## config.mk

```make
export PLATFORM = sky130hd
export DESIGN_NAME = uart_ring_buffer_controller_flat
export DESIGN_NICKNAME = d
export VERILOG_FILES = /design/src/hw/rtl/urb_pkg.sv /design/src/hw/rtl/urb_ifs.sv /design/src/hw/rtl/urb_ctrl.sv /design/src/hw/rtl/urb_datapath.sv /design/src/hw/rtl/uart_ring_buffer_controller.sv /design/src/flat_wrapper.sv
export SDC_FILE = /design/constraint.sdc
export NUM_CORES = 1
export LEC_CHECK = 0
export BUFFER_PORTS_ARGS = -buffer_cell sky130_fd_sc_hd__buf_2
export CORE_MARGIN = 8
export CORE_UTILIZATION = 30
export DETAILED_ROUTE_END_ITERATION = 10
export GPL_ROUTABILITY_DRIVEN = 0
export PLACE_DENSITY = 0.47
export SLEW_MARGIN = 20
export SYNTH_ARGS = -nofsm -noshare
export SYNTH_HDL_FRONTEND = slang
export SYNTH_SLANG_ARGS = --single-unit
export TNS_END_PERCENT = 50
```

## constraint.sdc

```tcl
create_clock -name clk -period 13.67 [get_ports clk]
set_input_delay 2.734 -clock clk [delete_from_list [all_inputs] [get_ports clk]]
set_output_delay 2.734 -clock clk [all_outputs]
set_load 0.02 [all_outputs]
```

## src/hw/rtl/urb_pkg.sv

```systemverilog
package urb_pkg;

	localparam int RX_DEPTH_DEF = 64;
	localparam int TX_DEPTH_DEF = 64;

	// request codes
	localparam logic [1:0] REQ_POLL = 2'd0;
	localparam logic [1:0] REQ_PUT  = 2'd1;
	localparam logic [1:0] REQ_GET  = 2'd2;
	localparam logic [1:0] REQ_HEX  = 2'd3;

	localparam logic [7:0] ASCII_DIGIT_BASE = 8'h30;
	localparam logic [7:0] ASCII_ALPHA_BASE = 8'h37;
	localparam logic [7:0] NIBBLE_MASK      = 8'h0f;

	typedef struct packed {
		logic [1:0] req_type;
		logic       overrun_flag;
		logic       framing_flag;
		logic       rx_ready;
		logic [7:0] rx_byte;
		logic       tx_empty;
		logic [7:0] put_byte;
	} urb_req_t;

	typedef struct packed {
		logic       tx_valid;
		logic [7:0] tx_byte;
		logic       restart_receiver;
		logic       get_valid;
		logic [7:0] get_byte;
		logic       rx_available;
		logic       tx_busy;
		logic [7:0] errors_seen;
	} urb_rsp_t;

	// controller -> datapath
	typedef struct packed {
		logic accept;
		logic finish;
	} urb_cmd_t;

	// datapath -> controller
	typedef struct packed {
		logic out_free;
	} urb_sts_t;

	function automatic logic [7:0] nibble_char(input logic [3:0] n);
		logic [7:0] v;
		v = {4'd0, n} & NIBBLE_MASK;
		if (v <= 8'd9) begin
			return v + ASCII_DIGIT_BASE;
		end
		return v + ASCII_ALPHA_BASE;
	endfunction

endpackage

```

## src/hw/rtl/urb_ifs.sv

```systemverilog
interface urb_req_if
	import urb_pkg::*;
();
	logic     valid;
	logic     ready;
	urb_req_t data;

	modport source (output valid, output data, input ready);
	modport sink (input valid, input data, output ready);
endinterface

interface urb_rsp_if
	import urb_pkg::*;
();
	logic     valid;
	logic     ready;
	urb_rsp_t data;

	modport source (output valid, output data, input ready);
	modport sink (input valid, input data, output ready);
endinterface

```

## src/hw/rtl/urb_ctrl.sv

```systemverilog
module urb_ctrl
	import urb_pkg::*;
(
	input  logic     clk,
	input  logic     arst_n,
	input  logic     req_valid,
	output logic     req_ready,
	input  urb_sts_t sts,
	output urb_cmd_t cmd
);

	typedef enum logic [1:0] {
		ST_IDLE = 2'b01,
		ST_EXEC = 2'b10
	} state_t;

	state_t state_q, state_d;

	assign req_ready  = (state_q == ST_IDLE) && sts.out_free;
	assign cmd.accept = req_valid && req_ready;
	assign cmd.finish = (state_q == ST_EXEC);

	always_comb begin
		state_d = state_q;
		case (state_q)
			ST_IDLE: begin
				if (cmd.accept) begin
					state_d = ST_EXEC;
				end
			end
			ST_EXEC: begin
				state_d = ST_IDLE;
			end
			default: begin
				state_d = ST_IDLE;
			end
		endcase
	end

	always_ff @(posedge clk or negedge arst_n) begin
		if (!arst_n) begin
			state_q <= ST_IDLE;
		end else begin
			state_q <= state_d;
		end
	end

endmodule

```

## src/hw/rtl/urb_datapath.sv

```systemverilog
module urb_datapath
	import urb_pkg::*;
#(
	parameter int RX_DEPTH = RX_DEPTH_DEF,
	parameter int TX_DEPTH = TX_DEPTH_DEF
) (
	input  logic     clk,
	input  logic     arst_n,
	input  logic     cfg_we,
	input  logic     cfg_wdata,
	input  urb_cmd_t cmd,
	output urb_sts_t sts,
	input  urb_req_t req_data,
	output logic     rsp_valid,
	input  logic     rsp_ready,
	output urb_rsp_t rsp_data
);

	localparam int RX_AW = $clog2(RX_DEPTH);
	localparam int TX_AW = $clog2(TX_DEPTH);
	localparam logic [RX_AW-1:0] RX_LAST = RX_AW'(RX_DEPTH - 1);
	localparam logic [TX_AW-1:0] TX_LAST = TX_AW'(TX_DEPTH - 1);

	logic [7:0] rx_mem [RX_DEPTH];
	logic [7:0] tx_mem [TX_DEPTH];

	logic [RX_AW-1:0] rx_wr_q, rx_rd_q;
	logic [TX_AW-1:0] tx_wr_q, tx_rd_q;
	logic [7:0]       tally_q;
	logic             busy_q;
	logic             quiet_q;

	logic [7:0] rx_rdata_q, tx_rdata_q;
	logic       send_q, restart_q, hit_q, hex_q;
	logic [3:0] hex_lo_q;

	logic       rsp_valid_q;
	urb_rsp_t   rsp_q;

	logic       is_poll, is_put, is_get, is_hex;
	logic       rx_push, send, get_hit, err_any, hex2;
	logic [1:0] err_inc;
	logic       tx_we;
	logic [7:0] tx_wdata;

	assign is_poll = cmd.accept && (req_data.req_type == REQ_POLL);
	assign is_put  = cmd.accept && (req_data.req_type == REQ_PUT);
	assign is_get  = cmd.accept && (req_data.req_type == REQ_GET);
	assign is_hex  = cmd.accept && (req_data.req_type == REQ_HEX);

	// framing error drops the byte, overrun alone does not
	assign rx_push = is_poll && !req_data.framing_flag && req_data.rx_ready;
	assign send    = is_poll && req_data.tx_empty && (tx_wr_q != tx_rd_q) && !quiet_q;
	assign get_hit = is_get && (rx_wr_q != rx_rd_q);
	assign err_inc = {1'b0, req_data.overrun_flag} + {1'b0, req_data.framing_flag};
	assign err_any = req_data.overrun_flag || req_data.framing_flag;
	assign hex2    = cmd.finish && hex_q;

	// tx ring write port: put, high hex digit at accept, low digit in the execute state that follows
	always_comb begin
		tx_we    = is_put || is_hex || hex2;
		tx_wdata = req_data.put_byte;
		if (is_hex) begin
			tx_wdata = nibble_char(req_data.put_byte[7:4]);
		end else if (hex2) begin
			tx_wdata = nibble_char(hex_lo_q);
		end
	end

	always_ff @(posedge clk) begin
		if (rx_push) begin
			rx_mem[rx_wr_q] <= req_data.rx_byte;
		end
		if (get_hit) begin
			rx_rdata_q <= rx_mem[rx_rd_q];
		end
	end

	always_ff @(posedge clk) begin
		if (tx_we) begin
			tx_mem[tx_wr_q] <= tx_wdata;
		end
		if (send) begin
			tx_rdata_q <= tx_mem[tx_rd_q];
		end
	end

	always_ff @(posedge clk or negedge arst_n) begin
		if (!arst_n) begin
			rx_wr_q   <= '0;
			rx_rd_q   <= '0;
			tx_wr_q   <= '0;
			tx_rd_q   <= '0;
			tally_q   <= '0;
			busy_q    <= 1'b0;
			quiet_q   <= 1'b0;
			send_q    <= 1'b0;
			restart_q <= 1'b0;
			hit_q     <= 1'b0;
			hex_q     <= 1'b0;
		end else begin
			if (cfg_we) begin
				quiet_q <= cfg_wdata;
			end
			if (rx_push) begin
				rx_wr_q <= (rx_wr_q == RX_LAST) ? '0 : rx_wr_q + 1'b1;
			end
			if (get_hit) begin
				rx_rd_q <= (rx_rd_q == RX_LAST) ? '0 : rx_rd_q + 1'b1;
			end
			if (tx_we) begin
				tx_wr_q <= (tx_wr_q == TX_LAST) ? '0 : tx_wr_q + 1'b1;
			end
			if (send) begin
				tx_rd_q <= (tx_rd_q == TX_LAST) ? '0 : tx_rd_q + 1'b1;
			end
			if (is_poll) begin
				tally_q <= tally_q + {6'd0, err_inc};
				if (req_data.tx_empty) begin
					busy_q <= send;
				end
			end
			if (cmd.accept) begin
				send_q    <= send;
				restart_q <= is_poll && err_any;
				hit_q     <= get_hit;
				hex_q     <= is_hex;
			end
		end
	end

	always_ff @(posedge clk) begin
		if (cmd.accept) begin
			hex_lo_q <= req_data.put_byte[3:0];
		end
	end

	// result register
	always_ff @(posedge clk or negedge arst_n) begin
		if (!arst_n) begin
			rsp_valid_q <= 1'b0;
		end else if (cmd.finish) begin
			rsp_valid_q <= 1'b1;
		end else if (rsp_ready) begin
			rsp_valid_q <= 1'b0;
		end
	end

	always_ff @(posedge clk) begin
		if (cmd.finish) begin
			rsp_q.tx_valid         <= send_q;
			rsp_q.tx_byte          <= send_q ? tx_rdata_q : 8'd0;
			rsp_q.restart_receiver <= restart_q;
			rsp_q.get_valid        <= hit_q;
			rsp_q.get_byte         <= hit_q ? rx_rdata_q : 8'd0;
			rsp_q.rx_available     <= (rx_wr_q != rx_rd_q);
			rsp_q.tx_busy          <= busy_q;
			rsp_q.errors_seen      <= tally_q;
		end
	end

	assign rsp_valid    = rsp_valid_q;
	assign rsp_data     = rsp_q;
	assign sts.out_free = !rsp_valid_q || rsp_ready;

endmodule

```

## src/hw/rtl/uart_ring_buffer_controller.sv

```systemverilog
// Result: a taken request beat moves the sequencer to its execute state, and the result
//   beat is registered at the end of the execute state.
// Requests: one at a time; no request is taken during the execute state. The accept
//   cycle issues ring memory reads and writes, the execute state takes the registered
//   read data (and writes the low digit of a hex put). A waiting result holds off new
//   requests; the next request is taken in the same cycle as the waiting result beat.
// Reset (arst_n, async, active low): ring pointers, error count, busy flag and
//   quiet mode clear; ring contents are not cleared and need no clearing pass.
module uart_ring_buffer_controller
	import urb_pkg::*;
#(
	parameter int RX_DEPTH = RX_DEPTH_DEF,
	parameter int TX_DEPTH = TX_DEPTH_DEF
) (
	input  logic      clk,
	input  logic      arst_n,
	input  logic      cfg_we,
	input  logic      cfg_wdata,
	urb_req_if.sink   req,
	urb_rsp_if.source rsp
);

	urb_cmd_t cmd;
	urb_sts_t sts;

	// Sequencer: idle until a request beat is taken, then an execute state, then back to idle.
	urb_ctrl u_ctrl (
		.clk       (clk),
		.arst_n    (arst_n),
		.req_valid (req.valid),
		.req_ready (req.ready),
		.sts       (sts),
		.cmd       (cmd)
	);

	// Rings, pointers, error count, busy flag, quiet mode and result register.
	// Overflow wraps the write pointer and silently loses the ring contents.
	urb_datapath #(
		.RX_DEPTH (RX_DEPTH),
		.TX_DEPTH (TX_DEPTH)
	) u_datapath (
		.clk       (clk),
		.arst_n    (arst_n),
		.cfg_we    (cfg_we),
		.cfg_wdata (cfg_wdata),
		.cmd       (cmd),
		.sts       (sts),
		.req_data  (req.data),
		.rsp_valid (rsp.valid),
		.rsp_ready (rsp.ready),
		.rsp_data  (rsp.data)
	);

endmodule

```

## src/flat_wrapper.sv

```systemverilog
// flat-port wrapper written by rule: the top's interface ports become plain ports
module uart_ring_buffer_controller_flat import urb_pkg::*;
#(
	parameter int RX_DEPTH = RX_DEPTH_DEF,
	parameter int TX_DEPTH = TX_DEPTH_DEF
)
  (clk, arst_n, cfg_we, cfg_wdata, req_valid, req_data, req_ready, rsp_valid, rsp_data, rsp_ready);
  urb_req_if req_i ();
  urb_rsp_if rsp_i ();
  input  logic clk;
  input  logic arst_n;
  input  logic cfg_we;
  input  logic cfg_wdata;
  input wire logic [$bits(req_i.valid)-1:0] req_valid;
  input wire logic [$bits(req_i.data)-1:0] req_data;
  output wire logic [$bits(req_i.ready)-1:0] req_ready;
  output wire logic [$bits(rsp_i.valid)-1:0] rsp_valid;
  output wire logic [$bits(rsp_i.data)-1:0] rsp_data;
  input wire logic [$bits(rsp_i.ready)-1:0] rsp_ready;
  assign req_i.valid = req_valid;
  assign req_i.data = req_data;
  assign req_ready = req_i.ready;
  assign rsp_valid = rsp_i.valid;
  assign rsp_data = rsp_i.data;
  assign rsp_i.ready = rsp_ready;
  uart_ring_buffer_controller #(.RX_DEPTH(RX_DEPTH), .TX_DEPTH(TX_DEPTH)) u_core (.clk(clk), .arst_n(arst_n), .cfg_we(cfg_we), .cfg_wdata(cfg_wdata), .req(req_i), .rsp(rsp_i));
endmodule
```

Word level (Yosys, flattened, before mapping)
Memories as Yosys holds them, arrays and structs flattened. A register that Yosys moved wholly into a read port is not among the register bits.
Cells that the tools add are included.

word-level totals
  memories = 2
  memory bits (writable) = 1024
  register bits = 74
  output and inout port bits = 31

cells by class
  reduce and logical (&&, ||, !) cells = 24
  mux-type cells = 23
  $lt $le $gt $ge = 2
  $add $sub $neg = 10
  equality and inequality tests = 12

memory list
  memory                    words  bits a word  rd ports  clocked after Yosys merged registers in  wr ports  line                RTL
  u_core.u_datapath.rx_mem  64     8            1         1                                        1         urb_datapath.sv:24  logic [7:0] rx_mem [RX_DEPTH];
  u_core.u_datapath.tx_mem  64     8            1         1                                        1         urb_datapath.sv:25  logic [7:0] tx_mem [TX_DEPTH];

operators by type and width
  kind                                                             count
  8-bit 2-to-1 mux                                                 6
  4-bit by 6-bit adder with 7-bit output, second input constant    4
  6-bit by 1-bit adder with 6-bit output, second input constant    4
  6-bit == test, second input constant                             4
  6-bit 2-to-1 mux                                                 4
  1-bit logical AND                                                14
  6-bit != test                                                    2
  1-bit 2-to-1 mux                                                 11
  8-bit by 2-bit adder with 8-bit output                           1
  4-bit less-or-equal comparator, second input constant            2
  2-bit == test, second input constant                             3
  2-bit by 1-bit == test with 1-bit output, second input constant  2
  1-bit logical OR                                                 4
  2-bit 2-to-1 mux                                                 2
  1-bit logical NOT                                                3
  1-bit by 1-bit adder with 2-bit output                           1
  2-bit logical NOT                                                1
  2-bit != test, second input constant                             1
  2-bit AND reduction                                              1
  2-bit nonzero test                                               1

Logic depth before layout (Yosys ltp)
  depth after elaboration = 9
  depth in mapped cells = 9
  mapped depth without buffers = 7

Cells and area by module
From an unflattened synthesis, not the netlist that was laid out.

second synthesis, totals
  cell total of the unflattened synthesis = 2246
  area total of the unflattened synthesis = 43775.7 µm²

modules (own cells, without submodules)
  module        times used  cells an instance  area each (µm²)
  urb_datapath  1           2239               43679.4
  urb_ctrl      1           7                  96.3

Worst setup path after synthesis
Ideal clock, no wire load.

  path kind = input port to flip-flop
  from = input rsp_ready
  to = memory u_core.u_datapath.tx_mem[0][4], data pin
  stages on the path = 7
  arrival time = 6348 ps
  required time = 12951 ps
  path buffers = 2
  setup slack = 6602 ps
  setup time = 719 ps
  cells stage by stage = nand2b_1 clkbuf_2 nand3_2 inv_1 and3_1 clkbuf_1 o31ai_1

RTL lines
  item         line                RTL
  from (decl)  flat_wrapper.sv:19  input wire logic [$bits(rsp_i.ready)-1:0] rsp_ready;
  to (decl)    urb_datapath.sv:25

Worst setup path after layout
  from = input rsp_ready
  to = output req_ready

on the way
  cells in the longest elaborated chain, start to end = 2

RTL lines
  item               line                 RTL
  1-bit logical OR   urb_datapath.sv:164  assign sts.out_free = !rsp_valid_q || rsp_ready;
  1-bit logical AND  urb_ctrl.sv:19       assign req_ready = (state_q == ST_IDLE) && sts.out_free;
  to (decl)          flat_wrapper.sv:16   output wire logic [$bits(req_i.ready)-1:0] req_ready;

No other way between the ends.

==> summary.md <==
The flow ran to the end, and the final reports show no timing, DRC or antenna violations. The floorplan has 141 rows. The run gives 0 as the number of hold violations in the final report. Post-route clock period utilization: 45.4%.

The count of cell types in the netlist is 68, and the die width is 400 um. The tool flagged a number of max-cap violations equal to 0. The setup path with the least slack is of type in2out. The smallest clock period supported by the final layout is computed as 6.21 ns. The worst-case IR drop observed on VDD is 137 uV. The number of iterations in the first detailed-routing pass is 5. Counting flops with an async set or reset pin after synthesis yields a share of 3.68%.

For this configuration, the core starts out at a cell density of 30.1%. After detailed routing, the average wire length per cell comes to 25.2 um. Across the routed clock network, the largest skew measured is 0.0367 ns. The H-tree was split into 3 levels.

The maximum clock frequency was 161 MHz. The run gives 3 as the number of buffers on the longest clock path. Of the synthesized area, sequential elements account for 75.0%.

The maximum number of pins on one net before global-route repair is 97. The slowest stage of the critical path belongs to the cell sky130_fd_sc_hd__nand2b_1. The via total after detailed routing came out at 21900. After synthesis, the cell types taking the most area are sky130_fd_sc_hd__edfxtp_1, sky130_fd_sc_hd__mux4_2, sky130_fd_sc_hd__mux2i_1, sky130_fd_sc_hd__dfrtp_1, sky130_fd_sc_hd__nor2_1. In this run the clock root is driven by a sky130_fd_sc_hd__clkbuf_16. Clock tree synthesis inserted a total of 110 buffers.

In this run the worst path has a maximum fanout of 7. The via count normalized by instance count is 4.92. Worst stage delay on the critical path: 0.27 ns. The worst hold path belongs to the class reg2reg.

The synthesized design contains 1114 register bits. For the area of the core region, the log shows 147000 um^2. The most used cell along the critical path is sky130_fd_sc_hd__buf_2. The commonest cells after synthesis are sky130_fd_sc_hd__edfxtp_1, sky130_fd_sc_hd__mux4_2, sky130_fd_sc_hd__mux2i_1.

Counting every sink on the clock net gives 1114. The floorplan step set the die height to 400 um. The tools report the number of violations reported at the end of detailed-routing iteration 0 as 1811.

The tools report the warning count from the yosys run as 0. Of the cells placed in the final design, the portion with a size suffix greater than 1 is 20.7%. Cell area after synthesis: 44300 um^2. The critical path required time came out at 10.94 ns. The top cell type by total area after synthesis was sky130_fd_sc_hd__edfxtp_1. The floorplan step defined a die boundary enclosing 160000 um^2. The clock latency of the later-clocked register in the worst-skew pair is 0.71 ns, and the post-CTS resize count is 0. The final layout contains routed wiring with a total length of 112000 um.

The tools report the HPWL after detailed placement as 70500 um. Number of synthesized flops with an enable pin: 1073. The tools report the via count of the first global-routing pass as 22600. For this run, the share of the core covered by cells in the final layout is 34.2%.

The logs give 0 for the total grt overflow and 0 for the quantity of hold-fixing buffers added after cts. Headroom to the max-slew limit came out at 30.7%. The signal on the critical path passes through buf_2, nand2b_1, and2_1, buf_2. The first global-routing pass estimated 163000 um of wire. The top flip-flop cell by instance count after synthesis is sky130_fd_sc_hd__edfxtp_1. The count of nets left with antenna violations once routing finished came out at 0. The endpoint type of the worst setup path is an output port. The completed layout was analyzed and its total power is 8940 uW. The count of buffers added on input and output ports is 58. The average instance in the mapped netlist occupies 19.0 um^2. For the number of antenna violations at the first check in global routing, the log shows 8. Cell with the most instances after synthesis: sky130_fd_sc_hd__edfxtp_1.

Number of nets in the synthesized netlist: 2375. The number of I/O pins was 59; the growth of design area from synthesis to finish was 13.6%. Synthesis produced a netlist whose cell count is 2337. Once the clock tree was built, the setup fixing pass inserted 0 buffers. The run gives 0 as the number of pins with negative max-slew slack in the final report. The worst setup path is launched from an input pin. Setup violations remaining at the end of the flow were counted as 0. Setup total negative slack on the finished layout was measured at 0 ns. Power density over the cells: 178 nW/um^2.

Setup repair after global routing left no endpoint under its margin. In the routed design, unresolved DRC markers number 0. For this run, the post-layout net count is 2455. The slew at the pin with the worst max-slew slack came out at 1.04 ns. The arrival time at the worst endpoint was 3.47 ns.

The leakage power total is 0.0158 uW. TritonCTS built the clock tree. After clock tree synthesis, the clock-pin slew on the worst setup and hold paths is 0.06 ns. The top cell type by area accounts for 72.7% of the synthesized area.

Across all hold checks on the routed design, the worst slack comes to 0.451 ns. Global routing used 13.6% of the available tracks across all layers. After routing the design area is 50400 um^2.

In this run the cell area measured after placement is 46700 um^2.
-- through the flow --
| step | worst slack (ns) | instances |
|---|---|---|
| detailed placement | 7.47 | 4234 |
| global placement | 7.47 | 4234 |
| floorplan | 6.60 | 2337 |
| global route | 7.44 | 4438 |
| CTS | 7.47 | 4436 |
| finish | 7.46 | 4442 |
-- cells by family (layout without fill, tap and decap cells) --
group	count (synthesis)	count (layout)	synth area share, %
buffers and inverters	146	316	1.78
adders and majority gates	10	10	0.299
DFF	1114	1114	75.0
AOI/OAI and AO/OA	235	235	3.74
other	0	5	0
muxes	382	382	14.0
and+or+nand+nor	420	420	4.59
xor gates and xnor gates	30	30	0.610
-- per-layer routing --
metal / vias up / track usage, % / part of all wire (%) / wire length (um)
met3: 133 / 2.92 / 6.2 / 6880
met1: 11500 / 19.4 / 46 / 51800
met4: 2 / 3.68 / 1.9 / 2170
li1: 9589 / - / - / -
met2: 649 / 20.9 / 46 / 50900
met5: - / 0 / 0.011 / 12
-- layout make-up --
class | instances | area, um^2
flip-flops and latches | 1114 | 33300
repair buffers | 98 | 606
clock buffers | 123 | 2800
inverters | 16 | 60.1
clock inverters | 79 | 803
multi-input cells | 1077 | 10400
well taps | 1930 | 2410
diodes | 5 | 12.5
fillers | 13800 | 96800
-- power breakdown --
group          switching [uW]  internal [uW]  leakage, uW
Combinational            1110            826      0.00390
Clock                    1290           1730      0.00176
Sequential                157           3830       0.0102
Total                    2560           6390       0.0158
-- state kept, by name, summed over array words and instances (netlist names), 2 cells and up --
register	count
u_core.u_datapath.tx_rdata_q	8
u_core.u_datapath.rsp_data	29
u_core.u_datapath.rx_rd_q	6
u_core.u_datapath.hex_lo_q	4
u_core.u_datapath.tx_rd_q	6
u_core.u_datapath.rx_rdata_q	8
u_core.u_datapath.rx_wr_q	6
u_core.u_datapath.tally_q	8
u_core.u_datapath.tx_mem	512
u_core.u_datapath.tx_wr_q	6
u_core.u_ctrl.state_q	2
u_core.u_datapath.rx_mem	512
-- layout by cell type (no fill, tap or decap), types with 28 or more instances in the layout --
cell	n
sky130_fd_sc_hd__a21oi_1	53
sky130_fd_sc_hd__a22oi_1	64
sky130_fd_sc_hd__buf_2	57
sky130_fd_sc_hd__buf_4	40
sky130_fd_sc_hd__clkbuf_16	110
sky130_fd_sc_hd__dfrtp_1	34
sky130_fd_sc_hd__edfxtp_1	1073
sky130_fd_sc_hd__mux2_2	28
sky130_fd_sc_hd__mux2i_1	168
sky130_fd_sc_hd__mux4_2	185
sky130_fd_sc_hd__nand2_1	87
sky130_fd_sc_hd__nor2_1	161
-- final timing paths --
check                           cells after the start                               to                    startpoint  slack [ns]
worst max-delay path                                4                        req_ready                     rsp_ready        7.46
worst min-delay path                                0    u_core.u_datapath.rsp_data[8]      u_core.u_datapath.busy_q        0.45
worst max register to register                      8  u_core.u_datapath.rx_rdata_q[6]  u_core.u_datapath.rx_rd_q[0]        9.38
worst min register to register                      0    u_core.u_datapath.rsp_data[8]      u_core.u_datapath.busy_q        0.45
max in group asynchronous                           1     u_core.u_datapath.rx_rd_q[2]                        arst_n       11.14
min in group asynchronous                           1     u_core.u_datapath.tally_q[7]                        arst_n        2.04
-- worst max-delay path: cells and delay by family --
kind / cells / cell delay [ns]
buf+inv: 2 / 0.25
simple gates: 2 / 0.49
No activity file was read; power rests on OpenSTA's default activity.
